**src/hw/rtl/tpdq_ram.sv**
```systemverilog
// generic single write port, single read port ram with registered read
module tpdq_ram #(
	parameter int unsigned WIDTH = 8,
	parameter int unsigned DEPTH = 16
) (
	input  logic                     clk,
	input  logic                     we,
	input  logic [$clog2(DEPTH)-1:0] waddr,
	input  logic [WIDTH-1:0]         wdata,
	input  logic [$clog2(DEPTH)-1:0] raddr,
	output logic [WIDTH-1:0]         rdata
);

	logic [WIDTH-1:0] mem_q [DEPTH];

	always_ff @(posedge clk) begin
		if (we) begin
			mem_q[waddr] <= wdata;
		end
		rdata <= mem_q[raddr];
	end

endmodule

```
**config.mk**
```make
export PLATFORM = sky130hd
export DESIGN_NAME = tpdq_ram
export DESIGN_NICKNAME = d
export VERILOG_FILES = /design/src/hw/rtl/tpdq_ram.sv
export SDC_FILE = /design/constraint.sdc
export NUM_CORES = 1
export LEC_CHECK = 0
export ABC_AREA = 0
export BUFFER_PORTS_ARGS = -buffer_cell sky130_fd_sc_hd__buf_2
export CORE_MARGIN = 1
export CORE_UTILIZATION = 40
export CTS_CLUSTER_SIZE = 28
export DETAILED_ROUTE_END_ITERATION = 10
export PLACE_DENSITY = 0.59
export SYNTH_ARGS = -nofsm -noshare
export SYNTH_HDL_FRONTEND = slang
export SYNTH_SLANG_ARGS = --single-unit
```
**constraint.sdc**
```tcl
create_clock -name clk -period 1.55 [get_ports clk]
set_input_delay 0.0775 -clock clk [delete_from_list [all_inputs] [get_ports clk]]
set_output_delay 0.0775 -clock clk [all_outputs]
set_load 0.01 [all_outputs]
```
==> results summary <==
VDD sags by at most around 760 uV. The routed via count divided by cell count is between 5 and 6. The per-instance average area after synthesis came out at ~22 um^2. Once detail routing completed, the nets flagged for antenna violations numbered 0. The x dimension of the die is about 120 um. The share of the clock period used by the worst path after layout came out at 86.5%. After floorplanning, the core was divided into 41 placement rows. The number of buffers inserted by hold repair at cts came out at 0. Entering global routing, the biggest net connects 33 pins. The most common library cell in the layout ignoring fill and taps is sky130_fd_sc_hd__edfxtp_1. The data arrival at the endpoint of the critical path is around 1.6 ns. The area added between synthesis and finish is 20.5%. The count of unique library cells instantiated by Yosys came out at 19. The post-placement cell area is between 5000 and 6000 um^2. The maximum clock insertion buffer count came out at 2. The worst pin sits at a relative slew slack of a little over half. Yosys attributes the largest share of cell area to sky130_fd_sc_hd__edfxtp_1 75%, sky130_fd_sc_hd__mux4_2 7.9%, sky130_fd_sc_hd__mux4_1 7.1%.

The sequential share of the synthesized area came out at between 70 and 80%. The root cell of the clock tree is sky130_fd_sc_hd__clkbuf_16. The hold violation count in the final report came to 0. The count of cells resized by post-cts repair is 0. The area of the core came out at 12600 um^2. Synthesis produced a netlist whose cell count is between 200 and 250. The instance count after placement with tap cells included came out at 440. The critical path is of the reg -> reg type.

The worst setup path is launched from a register. The post-synth net total came out at 247. The utilization after layout came out at around 49%. The clock input transition at the sequential cells of the worst setup and hold paths is ~0.06 ns.

The clock network latency to the later pin of the worst-skew pair is about 0.4 ns. The post-placement setup slack is about 0.04 ns. The area enclosed by the die boundary is ~13000 um^2. The required time of the critical path came out at 1.84 ns. The final HPWL from detailed placement is 6240 um.

The overall routing resource usage is between 10% and 20%. The number of antenna cells inserted is 0. The cell leakage power is approximately 2.1 nW.

The leading area contributor after synthesis is sky130_fd_sc_hd__edfxtp_1. The layout has 1019 filler cells. The initial utilization of the core area, before any placement, comes to 41.0%. The number of clock sinks seen by CTS is around 140. In the layout the commonest cells are 128 x sky130_fd_sc_hd__edfxtp_1, 25 x sky130_fd_sc_hd__buf_2, 21 x sky130_fd_sc_hd__buf_4. The worst path in the final design needs a cycle of around 1.3 ns, including I/O delays and setup. The ratio of cells with drive above 1 in the final layout is 32.3%. At the end of routability-driven placement, the weighted congestion stood at between 0.7 and 0.8.

For this run, the detailed router's first-pass iteration total came to 4. After routing the design area is between 6000 and 7000 um^2. The initial DRC count is ~160. In this run the number of H-tree levels came out at 4. The routed layout has 2439 vias. The worst path meets setup with 0.209 ns of slack. The height of the die is 115 um. The nature of the critical path endpoint is a register. At the pin with the least slew margin, the transition time is 0.695 ns. In the routed design, unresolved DRC markers number 0.

TritonCTS built the clock tree. 26 I/O pins were placed. The cell area after technology mapping is about 5100 um^2. The area fraction of the dominant cell type after synthesis is between 70% and 80%. The net count reported at finish came out at slightly above 300. The number of antenna violations at the first check in global routing came out at 0. The setup total negative slack came out at 0 ns. The number of global-route vias before repair came out at roughly 2500. In this run the worst path has a maximum fanout of 1. The CTS buffer count is 17. Setup repair after global routing left no endpoint under its margin. The class of the worst hold path is in -> reg. The highest clock rate came out at roughly 750 MHz. The max-cap check violation count came out at 0.

The number of buffer cells added on primary ports is 25. For this run, the number of Yosys warnings is 0. The total overflow reported by the global router is 0. The first global-routing pass estimated 15100 um of wire. The total power is 8.40 mW. The setup fix buffers added after clock tree synthesis is 0. The worst hold slack came out at between 0.06 and 0.07 ns. The final number of setup-violating endpoints came out at 0. The routed wire length came out at ~9800 um.

The final clock skew is 0.00619 ns. The count of final max-slew check failures was 0. The run finished with clean final reports. After the flow finishes, the layout carries non-filler instances totaling ~470. The average wire length per cell after detail routing came out at 20.8 um.

For this design the ratio of total power to cell area is between 1000 and 1500 nW/um^2. After synthesis the netlist holds a flip-flop and latch count of approximately 140.
==> power breakdown <==
part | switching, mW | internal, mW | leakage [nW] | total, mW
registers | 0.0247 | 4.11 | 1.22 | 4.14
logic | 0.220 | 0.175 | 0.612 | 0.395
clock network | 1.38 | 2.49 | 0.284 | 3.86
==> synthesized netlist by cell type <==
cell type and instances:
sky130_fd_sc_hd__or3b_2 1, sky130_fd_sc_hd__buf_6 3, sky130_fd_sc_hd__a22oi_1 16, sky130_fd_sc_hd__nor3_1 4, sky130_fd_sc_hd__nor2b_1 1, sky130_fd_sc_hd__nand2_1 9, sky130_fd_sc_hd__edfxtp_1 128, sky130_fd_sc_hd__and2b_1 1
sky130_fd_sc_hd__nand3b_1 2, sky130_fd_sc_hd__buf_4 1, sky130_fd_sc_hd__dfxtp_1 8, sky130_fd_sc_hd__and2_1 1, sky130_fd_sc_hd__buf_2 3, sky130_fd_sc_hd__mux4_2 18, sky130_fd_sc_hd__nand3_1 1, sky130_fd_sc_hd__mux4_1 14
sky130_fd_sc_hd__nand2b_1 2, sky130_fd_sc_hd__clkdlybuf4s25_2 3, sky130_fd_sc_hd__nor2_1 13
==> sequential cells by signal, summed over array words and instances (netlist names) <==
register  cells
mem_q       128
rdata         8
==> final timing paths <==
| path | start | endpoint | slack [ns] | cells after the start |
|---|---|---|---|---|
| min reg2reg | mem_q[4][3] | rdata[3] | 0.67 | 3 |
| min | wdata[5] | mem_q[6][5] | 0.06 | 1 |
| max reg2reg | mem_q[11][3] | rdata[3] | 0.21 | 3 |
| max | mem_q[11][3] | rdata[3] | 0.21 | 3 |
==> worst max-delay path, cell delays in order (launching register included) <==
cell and delay [ns]:
sky130_fd_sc_hd__edfxtp_1 0.37, sky130_fd_sc_hd__mux4_1 0.49, sky130_fd_sc_hd__a22oi_1 0.29, sky130_fd_sc_hd__nand2_1 0.07
==> logic make-up (layout without fill, tap and decap cells) <==
logic type / count (synthesis) / count (layout) / share of synthesized area (%)
AOI/OAI and AO/OA: 16 / 16 / 2.33
DFF: 136 / 136 / 77.8
muxes: 32 / 32 / 15.0
buffers and inverters: 10 / 81 / 1.68
and+or+nand+nor: 35 / 35 / 3.18
==> area by class of cell <==
cell class | count | area (um^2) | area share [%]
flip-flops and latches | 136 | 4000 | 64.6
clock buffers | 24 | 482 | 7.77
repair buffers | 49 | 343 | 5.53
clock inverters | 8 | 96.3 | 1.55
well taps | 172 | 215 | 3.47
multi-input cells | 83 | 1060 | 17.1
==> layer usage <==
layer,vias to the layer above,wire length (um),global-route usage (%)
met2,44,4740,25.8
met1,1294,4580,22.7
li1,1089,-,-
met3,12,401,4.18
met5,-,0,0
met4,0,114,6.49
No activity file was read; power rests on OpenSTA's default activity.
